--- src/sv/asb_pkg.sv ---
// Package for the accelerating setpoint buttons block.
// Holds the payload and configuration types, gesture mode codes and fixed constants.
// Depends on nothing; every other file imports it.
package asb_pkg;

  typedef struct packed {
    logic up_pressed;
    logic down_pressed;
  } asb_in_t;

  typedef struct packed {
    logic [9:0] setpoint;
    logic       changed;
    logic       menu_request;
  } asb_out_t;

  typedef struct packed {
    logic [9:0]  lower_limit;
    logic [9:0]  upper_limit;
    logic [11:0] first_hold_ticks;
    logic [11:0] menu_hold_ticks;
    logic [7:0]  settle_ticks;
  } asb_cfg_t;

  localparam int unsigned CFG_IDX_W  = 3;
  localparam int unsigned CFG_DATA_W = 12;

  localparam logic [CFG_IDX_W-1:0] REG_LOWER_LIMIT  = 3'd0;
  localparam logic [CFG_IDX_W-1:0] REG_UPPER_LIMIT  = 3'd1;
  localparam logic [CFG_IDX_W-1:0] REG_FIRST_HOLD   = 3'd2;
  localparam logic [CFG_IDX_W-1:0] REG_MENU_HOLD    = 3'd3;
  localparam logic [CFG_IDX_W-1:0] REG_SETTLE       = 3'd4;

  localparam logic [9:0]  RST_LOWER_LIMIT = 10'd1;
  localparam logic [9:0]  RST_UPPER_LIMIT = 10'd999;
  localparam logic [11:0] RST_FIRST_HOLD  = 12'd400;
  localparam logic [11:0] RST_MENU_HOLD   = 12'd1500;
  localparam logic [7:0]  RST_SETTLE      = 8'd50;
  localparam logic [9:0]  RST_SETPOINT    = 10'd10;

  localparam int unsigned MODE_W = 3;
  localparam logic [MODE_W-1:0] M_IDLE     = 3'd0;
  localparam logic [MODE_W-1:0] M_BOTH     = 3'd1;
  localparam logic [MODE_W-1:0] M_UP_FIRST = 3'd2;
  localparam logic [MODE_W-1:0] M_DN_FIRST = 3'd3;
  localparam logic [MODE_W-1:0] M_UP_REP   = 3'd4;
  localparam logic [MODE_W-1:0] M_DN_REP   = 3'd5;
  localparam logic [MODE_W-1:0] M_WAIT     = 3'd6;
  localparam logic [MODE_W-1:0] M_SETTLE   = 3'd7;

  localparam logic [13:0] HOLD_MAX      = 14'd16383;
  localparam logic [13:0] HOLD_NO_STEP  = 14'd1000;
  localparam logic [13:0] HOLD_MID      = 14'd3000;
  localparam logic [13:0] HOLD_FAST     = 14'd8000;
  localparam logic [8:0]  PERIOD_SLOW   = 9'd300;
  localparam logic [8:0]  PERIOD_MID    = 9'd170;
  localparam logic [8:0]  PERIOD_FAST   = 9'd100;

endpackage

--- src/sv/asb_cfg_regs.sv ---
// Configuration register file for the accelerating setpoint buttons block.
// Decodes plain write-port transfers into the five settings; uses asb_pkg.
module asb_cfg_regs (
  input  logic                          clk,
  input  logic                          rst_n,
  input  logic                          cfg_we,
  input  logic [asb_pkg::CFG_IDX_W-1:0] cfg_index,
  input  logic [asb_pkg::CFG_DATA_W-1:0] cfg_wdata,
  output asb_pkg::asb_cfg_t             cfg
);
  import asb_pkg::*;

  asb_cfg_t cfg_r;

  always_ff @(posedge clk) begin
    if (!rst_n) begin
      cfg_r.lower_limit      <= RST_LOWER_LIMIT;
      cfg_r.upper_limit      <= RST_UPPER_LIMIT;
      cfg_r.first_hold_ticks <= RST_FIRST_HOLD;
      cfg_r.menu_hold_ticks  <= RST_MENU_HOLD;
      cfg_r.settle_ticks     <= RST_SETTLE;
    end else if (cfg_we) begin
      case (cfg_index)
        REG_LOWER_LIMIT: cfg_r.lower_limit      <= cfg_wdata[9:0];
        REG_UPPER_LIMIT: cfg_r.upper_limit      <= cfg_wdata[9:0];
        REG_FIRST_HOLD:  cfg_r.first_hold_ticks <= cfg_wdata;
        REG_MENU_HOLD:   cfg_r.menu_hold_ticks  <= cfg_wdata;
        REG_SETTLE:      cfg_r.settle_ticks     <= cfg_wdata[7:0];
        default: begin
        end
      endcase
    end
  end

  assign cfg = cfg_r;

endmodule

--- src/sv/asb_gesture.sv ---
// Gesture state and single-pass next-state logic for one tick.
// Holds mode, setpoint and counters; uses asb_pkg and the settings from asb_cfg_regs.
module asb_gesture (
  input  logic                clk,
  input  logic                rst_n,
  input  logic                tick,
  input  asb_pkg::asb_in_t    btn,
  input  asb_pkg::asb_cfg_t   cfg,
  output asb_pkg::asb_out_t   result
);
  import asb_pkg::*;

  logic [MODE_W-1:0] mode_r, mode_nxt;
  logic [9:0]        sp_r, sp_nxt;
  logic [13:0]       hold_r, hold_nxt;
  logic [8:0]        pace_r, pace_nxt;
  logic [7:0]        settle_r, settle_nxt;

  logic        up, dn, changed, menu, dir, mine, other;
  logic [13:0] hold_inc;
  logic [8:0]  period, pace_base, pace_inc;
  logic [MODE_W-1:0] end_mode;

  always_comb begin
    up        = btn.up_pressed;
    dn        = btn.down_pressed;
    mode_nxt  = mode_r;
    sp_nxt    = sp_r;
    hold_nxt  = hold_r;
    pace_nxt  = pace_r;
    settle_nxt = settle_r;
    changed   = 1'b0;
    menu      = 1'b0;
    dir       = (mode_r == M_UP_FIRST) || (mode_r == M_UP_REP);
    mine      = dir ? up : dn;
    other     = dir ? dn : up;
    hold_inc  = (hold_r < HOLD_MAX) ? hold_r + 14'd1 : hold_r;
    end_mode  = (cfg.settle_ticks == 8'd0) ? M_IDLE : M_SETTLE;

    if (hold_inc < HOLD_MID) begin
      period = PERIOD_SLOW;
    end else if (hold_inc < HOLD_FAST) begin
      period = PERIOD_MID;
    end else begin
      period = PERIOD_FAST;
    end
    pace_base = (pace_r > period) ? 9'd0 : pace_r;
    pace_inc  = pace_base + 9'd1;

    case (mode_r)
      M_IDLE: begin
        if (up && dn) begin
          hold_nxt = 14'd0;
          mode_nxt = M_BOTH;
        end else if (up || dn) begin
          hold_nxt = 14'd0;
          mode_nxt = up ? M_UP_FIRST : M_DN_FIRST;
          if (up && sp_r < cfg.upper_limit) begin
            sp_nxt  = sp_r + 10'd1;
            changed = 1'b1;
          end else if (!up && sp_r > cfg.lower_limit) begin
            sp_nxt  = sp_r - 10'd1;
            changed = 1'b1;
          end
        end
      end
      M_BOTH: begin
        if (up && dn) begin
          hold_nxt = hold_inc;
          if (hold_inc >= {2'b00, cfg.menu_hold_ticks}) begin
            menu     = 1'b1;
            mode_nxt = M_WAIT;
          end
        end else begin
          mode_nxt   = end_mode;
          settle_nxt = cfg.settle_ticks;
        end
      end
      M_UP_FIRST, M_DN_FIRST: begin
        if (mine && !other) begin
          hold_nxt = hold_inc;
          if (hold_inc >= {2'b00, cfg.first_hold_ticks}) begin
            hold_nxt = 14'd0;
            pace_nxt = 9'd0;
            mode_nxt = dir ? M_UP_REP : M_DN_REP;
          end
        end else begin
          mode_nxt   = end_mode;
          settle_nxt = cfg.settle_ticks;
        end
      end
      M_UP_REP, M_DN_REP: begin
        if (!mine) begin
          mode_nxt   = end_mode;
          settle_nxt = cfg.settle_ticks;
        end else if (up && dn) begin
          hold_nxt = 14'd0;
          mode_nxt = M_BOTH;
        end else begin
          hold_nxt = hold_inc;
          if (hold_inc > HOLD_NO_STEP) begin
            if (pace_inc == period) begin
              pace_nxt = 9'd0;
              if (dir && sp_r < cfg.upper_limit) begin
                sp_nxt  = sp_r + 10'd1;
                changed = 1'b1;
              end else if (!dir && sp_r > cfg.lower_limit) begin
                sp_nxt  = sp_r - 10'd1;
                changed = 1'b1;
              end
            end else begin
              pace_nxt = pace_inc;
            end
          end
        end
      end
      M_WAIT: begin
        if (!up && !dn) begin
          mode_nxt   = end_mode;
          settle_nxt = cfg.settle_ticks;
        end
      end
      default: begin
        if (settle_r > 8'd0) begin
          settle_nxt = settle_r - 8'd1;
        end
        if (settle_r <= 8'd1) begin
          mode_nxt = M_IDLE;
        end
      end
    endcase
  end

  always_ff @(posedge clk) begin
    if (!rst_n) begin
      mode_r   <= M_IDLE;
      sp_r     <= RST_SETPOINT;
      hold_r   <= 14'd0;
      pace_r   <= 9'd0;
      settle_r <= 8'd0;
    end else if (tick) begin
      mode_r   <= mode_nxt;
      sp_r     <= sp_nxt;
      hold_r   <= hold_nxt;
      pace_r   <= pace_nxt;
      settle_r <= settle_nxt;
    end
  end

  always_comb begin
    result.setpoint     = sp_nxt;
    result.changed      = changed;
    result.menu_request = menu;
  end

endmodule

--- src/sv/asb_out_buf.sv ---
// Two-entry result buffer: an output register and a skid register.
// Lets a new transfer in while a finished result is still stalled; uses asb_pkg.
module asb_out_buf (
  input  logic              clk,
  input  logic              rst_n,
  input  logic              push,
  input  asb_pkg::asb_out_t push_data,
  output logic              full,
  output logic              out_valid,
  input  logic              out_stall,
  output asb_pkg::asb_out_t out_data
);
  import asb_pkg::*;

  logic     main_valid_r, skid_valid_r;
  asb_out_t main_r, skid_r;
  logic     take;

  assign take = main_valid_r && !out_stall;

  always_ff @(posedge clk) begin
    if (!rst_n) begin
      main_valid_r <= 1'b0;
      skid_valid_r <= 1'b0;
    end else if (skid_valid_r) begin
      if (take) begin
        skid_valid_r <= 1'b0;
      end
    end else if (push) begin
      if (main_valid_r && !take) begin
        skid_valid_r <= 1'b1;
      end else begin
        main_valid_r <= 1'b1;
      end
    end else if (take) begin
      main_valid_r <= 1'b0;
    end
  end

  always_ff @(posedge clk) begin
    if (skid_valid_r) begin
      if (take) begin
        main_r <= skid_r;
      end
    end else if (push) begin
      if (main_valid_r && !take) begin
        skid_r <= push_data;
      end else begin
        main_r <= push_data;
      end
    end
  end

  assign full      = skid_valid_r;
  assign out_valid = main_valid_r;
  assign out_data  = main_r;

endmodule

--- src/sv/accelerating_setpoint_buttons_core.sv ---
// Accelerating setpoint buttons: one button tick in, one setpoint result out.
// Results go into the output register, or the skid register while it stalls.
// Throughput: one tick per cycle unless stalled, set by the gesture update.
// Two result entries are buffered, so input is stalled only when both are held.
// Synchronous active-low reset restores the settings and the idle gesture state.
// Uses asb_pkg, asb_cfg_regs, asb_gesture and asb_out_buf.
module accelerating_setpoint_buttons_core (
  input  logic                           clk,
  input  logic                           rst_n,
  input  logic                           in_valid,
  output logic                           in_stall,
  input  asb_pkg::asb_in_t               in_data,
  output logic                           out_valid,
  input  logic                           out_stall,
  output asb_pkg::asb_out_t              out_data,
  input  logic                           cfg_we,
  input  logic [asb_pkg::CFG_IDX_W-1:0]  cfg_index,
  input  logic [asb_pkg::CFG_DATA_W-1:0] cfg_wdata
);
  import asb_pkg::*;

  asb_cfg_t cfg;
  asb_out_t result;
  logic     accept, full;

  assign in_stall = full;
  assign accept   = in_valid && !full;

  asb_cfg_regs u_cfg (
    .clk       (clk),
    .rst_n     (rst_n),
    .cfg_we    (cfg_we),
    .cfg_index (cfg_index),
    .cfg_wdata (cfg_wdata),
    .cfg       (cfg)
  );

  asb_gesture u_gesture (
    .clk    (clk),
    .rst_n  (rst_n),
    .tick   (accept),
    .btn    (in_data),
    .cfg    (cfg),
    .result (result)
  );

  asb_out_buf u_out (
    .clk       (clk),
    .rst_n     (rst_n),
    .push      (accept),
    .push_data (result),
    .full      (full),
    .out_valid (out_valid),
    .out_stall (out_stall),
    .out_data  (out_data)
  );

endmodule

--- config.mk ---
export PLATFORM = sky130hd
export DESIGN_NAME = accelerating_setpoint_buttons_core
export DESIGN_NICKNAME = d
export VERILOG_FILES = /design/src/sv/asb_pkg.sv /design/src/sv/asb_cfg_regs.sv /design/src/sv/asb_gesture.sv /design/src/sv/asb_out_buf.sv /design/src/sv/accelerating_setpoint_buttons_core.sv
export SDC_FILE = /design/constraint.sdc
export NUM_CORES = 1
export LEC_CHECK = 0
export BUFFER_PORTS_ARGS = -buffer_cell sky130_fd_sc_hd__buf_2
export CAP_MARGIN = 20
export CORE_ASPECT_RATIO = 1.5
export CORE_UTILIZATION = 50
export CTS_CLUSTER_SIZE = 8
export DETAILED_ROUTE_END_ITERATION = 12
export PLACE_DENSITY_LB_ADDON = 0.12
export SYNTH_ARGS = -nofsm -noshare
export SYNTH_HDL_FRONTEND = slang
export SYNTH_HIERARCHICAL = 1
export SYNTH_SLANG_ARGS = --single-unit
--- constraint.sdc ---
create_clock -name clk -period 9.85 [get_ports clk]
set_input_delay 0.4925 -clock clk [delete_from_list [all_inputs] [get_ports clk]]
set_output_delay 0.4925 -clock clk [all_outputs]
set_load 0.03 [all_outputs]
-- Word-level counts from Yosys, hierarchy flattened
Index checks and enable logic that the tools add are counted.
- $add $sub $neg: 5
- order comparisons: 11
- equality and inequality tests: 28
- muxes and demuxes: 77
- bitwise logic cells: 2
- reduce and logical (&&, ||, !) cells: 42
- operators by type and width (operator ; number):
    14-bit 2-to-1 mux ; 8
    10-bit 2-to-1 mux ; 10
    9-bit 2-to-1 mux ; 8
    14-bit one-hot mux with 4 select lines ; 1
    12-bit 2-to-1 mux ; 4
    8-bit 2-to-1 mux ; 6
    8-bit one-hot mux with 5 select lines ; 1
    3-bit 2-to-1 mux ; 11
    14-bit by 12-bit >= comparator with 1-bit output ; 2
    1-bit 2-to-1 mux ; 24
    7-bit AND reduction ; 3
    10-bit one-hot mux with 2 select lines ; 1
    9-bit one-hot mux with 2 select lines ; 1
    3-bit one-hot mux with 5 select lines ; 1
    14-bit by 1-bit adder with 14-bit output (second input constant) ; 1
    14-bit by 10-bit greater-than comparator with 1-bit output (second input constant) ; 1
    14-bit by 12-bit less-than comparator with 1-bit output (second input constant) ; 1
    14-bit by 13-bit less-than comparator with 1-bit output (second input constant) ; 1
    14-bit less-than comparator (second input constant) ; 1
    2-bit by 1-bit != test with 1-bit output (second input constant) ; 7
    3-bit by 2-bit == test with 1-bit output (second input constant) ; 4
    3-bit == test (second input constant) ; 4
    2-bit != test (second input constant) ; 6
    10-bit by 1-bit adder with 10-bit output (second input constant) ; 1
    other kinds (27) ; 57
- flip-flop bits (word level): 122
- output and inout bits: 14
- word-level logic and storage cells: 183

-- Depth between registers and ports, before layout
- depth in word-level cells: 17
- mapped depth: 28
- depth with buffers taken out: 26

-- Modules after synthesis
Netlist, hierarchy kept.
- modules (own cells, without submodules) (module ; instances ; cells an instance ; area each (um^2)):
    asb_gesture ; 1 ; 743 ; 5358.9
    asb_cfg_regs ; 1 ; 198 ; 2050.7
    asb_out_buf ; 1 ; 51 ; 1008.5
    accelerating_setpoint_buttons_core ; 1 ; 1 ; 13.8

-- Worst setup path before layout
Ideal clock, no wire load.
- path type: register to register
- start: register u_gesture.hold_r[0]
- end: register u_out.main_r (netlist bit u_out/out_data[4]) (data pin)
- library setup time: 260 ps
- arrival: 5954 ps
- path slack: 3636 ps
- cell stages (with the launch flop): 29
- clock period less this slack: 6214 ps
- path through: dfxtp_1 ha_1 and2_1 buf_6 a311oi_1 a21oi_1 or2_1 a41oi_4 inv_2 nor2_1 inv_1 ha_1 a21o_1 a21oi_1 a21oi_1 nor2_1 ha_1 clkbuf_1 nand3_1 nor3_1 xnor2_1 nand4_1 a21boi_0 nand4_2 and2_1 or4b_1 o21a_1 xnor2_1 mux2_2
- RTL lines (item ; RTL line ; text):
    start, declared ; asb_gesture.sv:15 ; logic [13:0] hold_r, hold_nxt;
    start signal, assigned ; asb_gesture.sv:144 ; hold_r <= hold_nxt;
    end signal, assigned ; asb_out_buf.sv:43 ; main_r <= skid_r;
    end signal, assigned ; asb_out_buf.sv:49 ; main_r <= push_data;
    end, declared ; asb_out_buf.sv:16 ; asb_out_t main_r, skid_r;

==> flow_summary_export.csv <==
group,metric,value,unit
logic_synthesis,synth-edff-count,24,
critical_path,cp_slowest_cell,"a2111oi_4",
global_routing,met2_usage,0.445,
floorplanning,die_h,161,µm
logic_synthesis,synth.distinct_cells,87,
cells_and_area,drive_above_1_share,0.122,
place,io_buffers,35,
global_routing,grtUsageMet3,0.0379,
global_routing,grt_max_degree,83,
place,globalplace.congestion,0.889,
logic_synthesis,synth.avg_cell_area,8.49,µm²
timing,skew,0.0113,ns
global_routing,grt_antenna_before_repair,0,
clocking,cts_buffers,17,
floorplanning,core_area,0.0163,mm²
timing,tightest_slew,1.06,ns
routing,first_iter_violations,486,
cells_and_area,final_util,0.566,
critical_path,r2r-start,"u_gesture/hold_r[0]",
routing,dr.pass1.iters,7,
critical_path,worstSetupStartpointType,"flop",
flow_run,drv_cap,0,
power,power.density,157,mW/mm²
place,dp_slack,2.93,ns
critical_path,required,10.02,ns
global_routing,overflow,0,
timing,drv_slew,0,
routing,vias_per_cell,6.01,
critical_path,startpoint,"u_gesture/hold_r[0]",
critical_path,worstPathMaxFanout,10,
logic_synthesis,ys_seq_elements,122,
timing,rsz0062_at_grt,"no",
global_routing,grt_usage,0.254,
logic_synthesis,yosys_warnings,6,
timing,fin_crit,7.07,ns
global_routing,grt_util_met1,0.292,
clocking,clock_latency,0.42,ns
outcome,run_status,"finished, final reports clean",
cells_and_area,nets,1076,
timing,setup_viol,0,
clocking,cts.clk_slew.worst_paths,0.06,ns
critical_path,r2r_slack,2.78,ns
global_routing,grt_pass1_wl,34300,µm
global_routing,grt-busiest-layer,"met2",
timing,setup_ws,2.78,ns
clocking,cts_root_buffer,"clkbuf_16",
routing,drt-total-wl,21200,µm
clocking,cts_buffer_depth,2,
routing,wl_per_cell,17.4,µm
cells_and_area,nFillCells,1486,
global_routing,grt_pass1_vias,6904,
cells_and_area,syn2layout_area_growth,9.69,%
clocking,cts_resized,0,
logic_synthesis,synth_cells,993,
power,peakVddDrop,113,µV
logic_synthesis,syn_area,0.00843,mm²
critical_path,arrival,7.24,ns
critical_path,critPathKind,"reg2reg",
place,place_inst,1184,
cells_and_area,diodes,0,
routing,vias,7318,
clocking,hold_buffers,0,
critical_path,cp-end-kind,"flop",
worst_hold_path,hold_class,"in2reg",
clocking,cts_setup_buffers,0,
worst_hold_path,min_from,"cfg_wdata[10]",
clocking,cts_sinks,122,
clocking,htree_levels,4,
routing,postRouteAntennaNets,0,
timing,timing.hold.ws,0.327,ns
place,hpwl,15700,µm
power,power_leakage,3.91,nW
floorplanning,die_w,108,µm
logic_synthesis,yosysMostFrequentCell,"dfxtp_1",
floorplanning,die-area,0.0174,mm²
logic_synthesis,seq_area_frac_synth,0.318,
clocking,cts_tree,"built",
timing,hold_violations,0,
timing,slew-limit-headroom,0.289,
floorplanning,io_pins,36,
logic_synthesis,synth_top_cell_by_area,"dfxtp_1",
logic_synthesis,syn-num-nets,1070,
logic_synthesis,synth_area_leaders,"dfxtp_1 (23%), edfxtp_1 (8.5%), ha_1 (8.2%)",
floorplanning,fp-row-count,57,
timing,max_freq,141,MHz
timing,period_share,0.718,
floorplanning,initial_utilization,0.516,
routing,drc_errors,0,
logic_synthesis,netlist_top_cells_count,"dfxtp_1 (98), nand2_1 (90), nor2_1 (80)",
critical_path,cp_slowest_stage_delay,0.62,ns
logic_synthesis,synth_flop_cell,"dfxtp_1",
cells_and_area,instances_no_fill,1218,
logic_synthesis,synth_top_cell_area_share,0.233,
timing,fin_tns_setup,0,ns
logic_synthesis,ys_async_sr_fraction,0,
==> layout make-up <==
type	count	area, µm²	area share
multi-input combinational	749	5240	0.567
clock inverter	15	154	0.0166
tap	206	258	0.0279
sequential	122	2680	0.290
inverter	65	244	0.0264
clock buffer	17	425	0.0460
timing repair buffer	44	243	0.0262
==> layout by cell type, fill, tap and decap left out, drive strengths merged, types with 13 or more instances in the layout <==
master | netlist | final
edfxtp | 24 | 24
mux2 | 20 | 20
nand2 | 90 | 90
a21o | 16 | 16
dfxtp | 98 | 98
clkbuf | 40 | 17
inv | 65 | 76
nor2 | 80 | 80
a21oi | 49 | 49
nand2b | 16 | 16
mux2i | 61 | 61
a22oi | 22 | 22
a31oi | 13 | 13
ha | 55 | 55
buf | 17 | 44
nand4 | 17 | 17
nand3 | 27 | 27
and3 | 18 | 18
nor2b | 41 | 41
o21ai | 42 | 42
nor3 | 21 | 21
==> metrics by stage <==
stage / power (mW) / cell area (µm²)
floorplan: 0.771 / 8430
global placement: 0.837 / 8650
detailed placement: 0.838 / 8650
CTS: 1.46 / 9230
global route: 1.52 / 9250
finish: 1.45 / 9250
==> final timing paths <==
path / to / depth (start not counted)
max: u_out/out_data[9] / 26
min: u_cfg/cfg[30] / 3
max reg2reg: u_out/out_data[9] / 26
min reg2reg: u_cfg/cfg[30] / 2
==> worst max-delay path: cells and delay by family, from the launching register on <==
kind,cells,cell delay [ns]
XOR/XNOR,2,0.27
multiplexers,1,0.28
buffers and inverters,2,0.16
adder cells (fa/ha/maj),3,0.94
AO/OA/AOI/OAI,10,3.09
AND/OR/NAND/NOR,8,1.71
flip-flops,1,0.38
==> flip-flops by register name, indices dropped and copies added (netlist names) <==
register,count
u_gesture/hold_r,14
u_out/full,1
u_out/out_data,12
u_cfg/cfg,52
u_out/out_valid,1
u_out/skid_r,12
u_gesture/settle_r,8
u_gesture/pace_r,9
u_gesture/mode_r,3
u_gesture/sp_r,10
==> routing by layer <==
metal  share of wire  wire [µm]
met1            0.42       8960
met2            0.51      10900
met3           0.029        618
met4           0.036        769
met5               0          0
==> logic make-up (layout without fill, tap and decap cells) <==
| kind of cell | after synthesis | after routing | share of synthesized area |
|---|---|---|---|
| AOI/OAI and AO/OA | 225 | 225 | 0.190 |
| buffers and inverters | 122 | 141 | 0.0616 |
| and+or+nand+nor | 371 | 371 | 0.229 |
| adders and majority gates | 55 | 55 | 0.0816 |
| xor gates and xnor gates | 17 | 17 | 0.0177 |
| muxes | 81 | 81 | 0.102 |
| DFF | 122 | 122 | 0.318 |
==> power by group <==
group	switching (mW)	internal [mW]
Sequential	0.0240	0.536
Clock	0.262	0.357
Combinational	0.169	0.102
(Power assumes the default switching activity.)
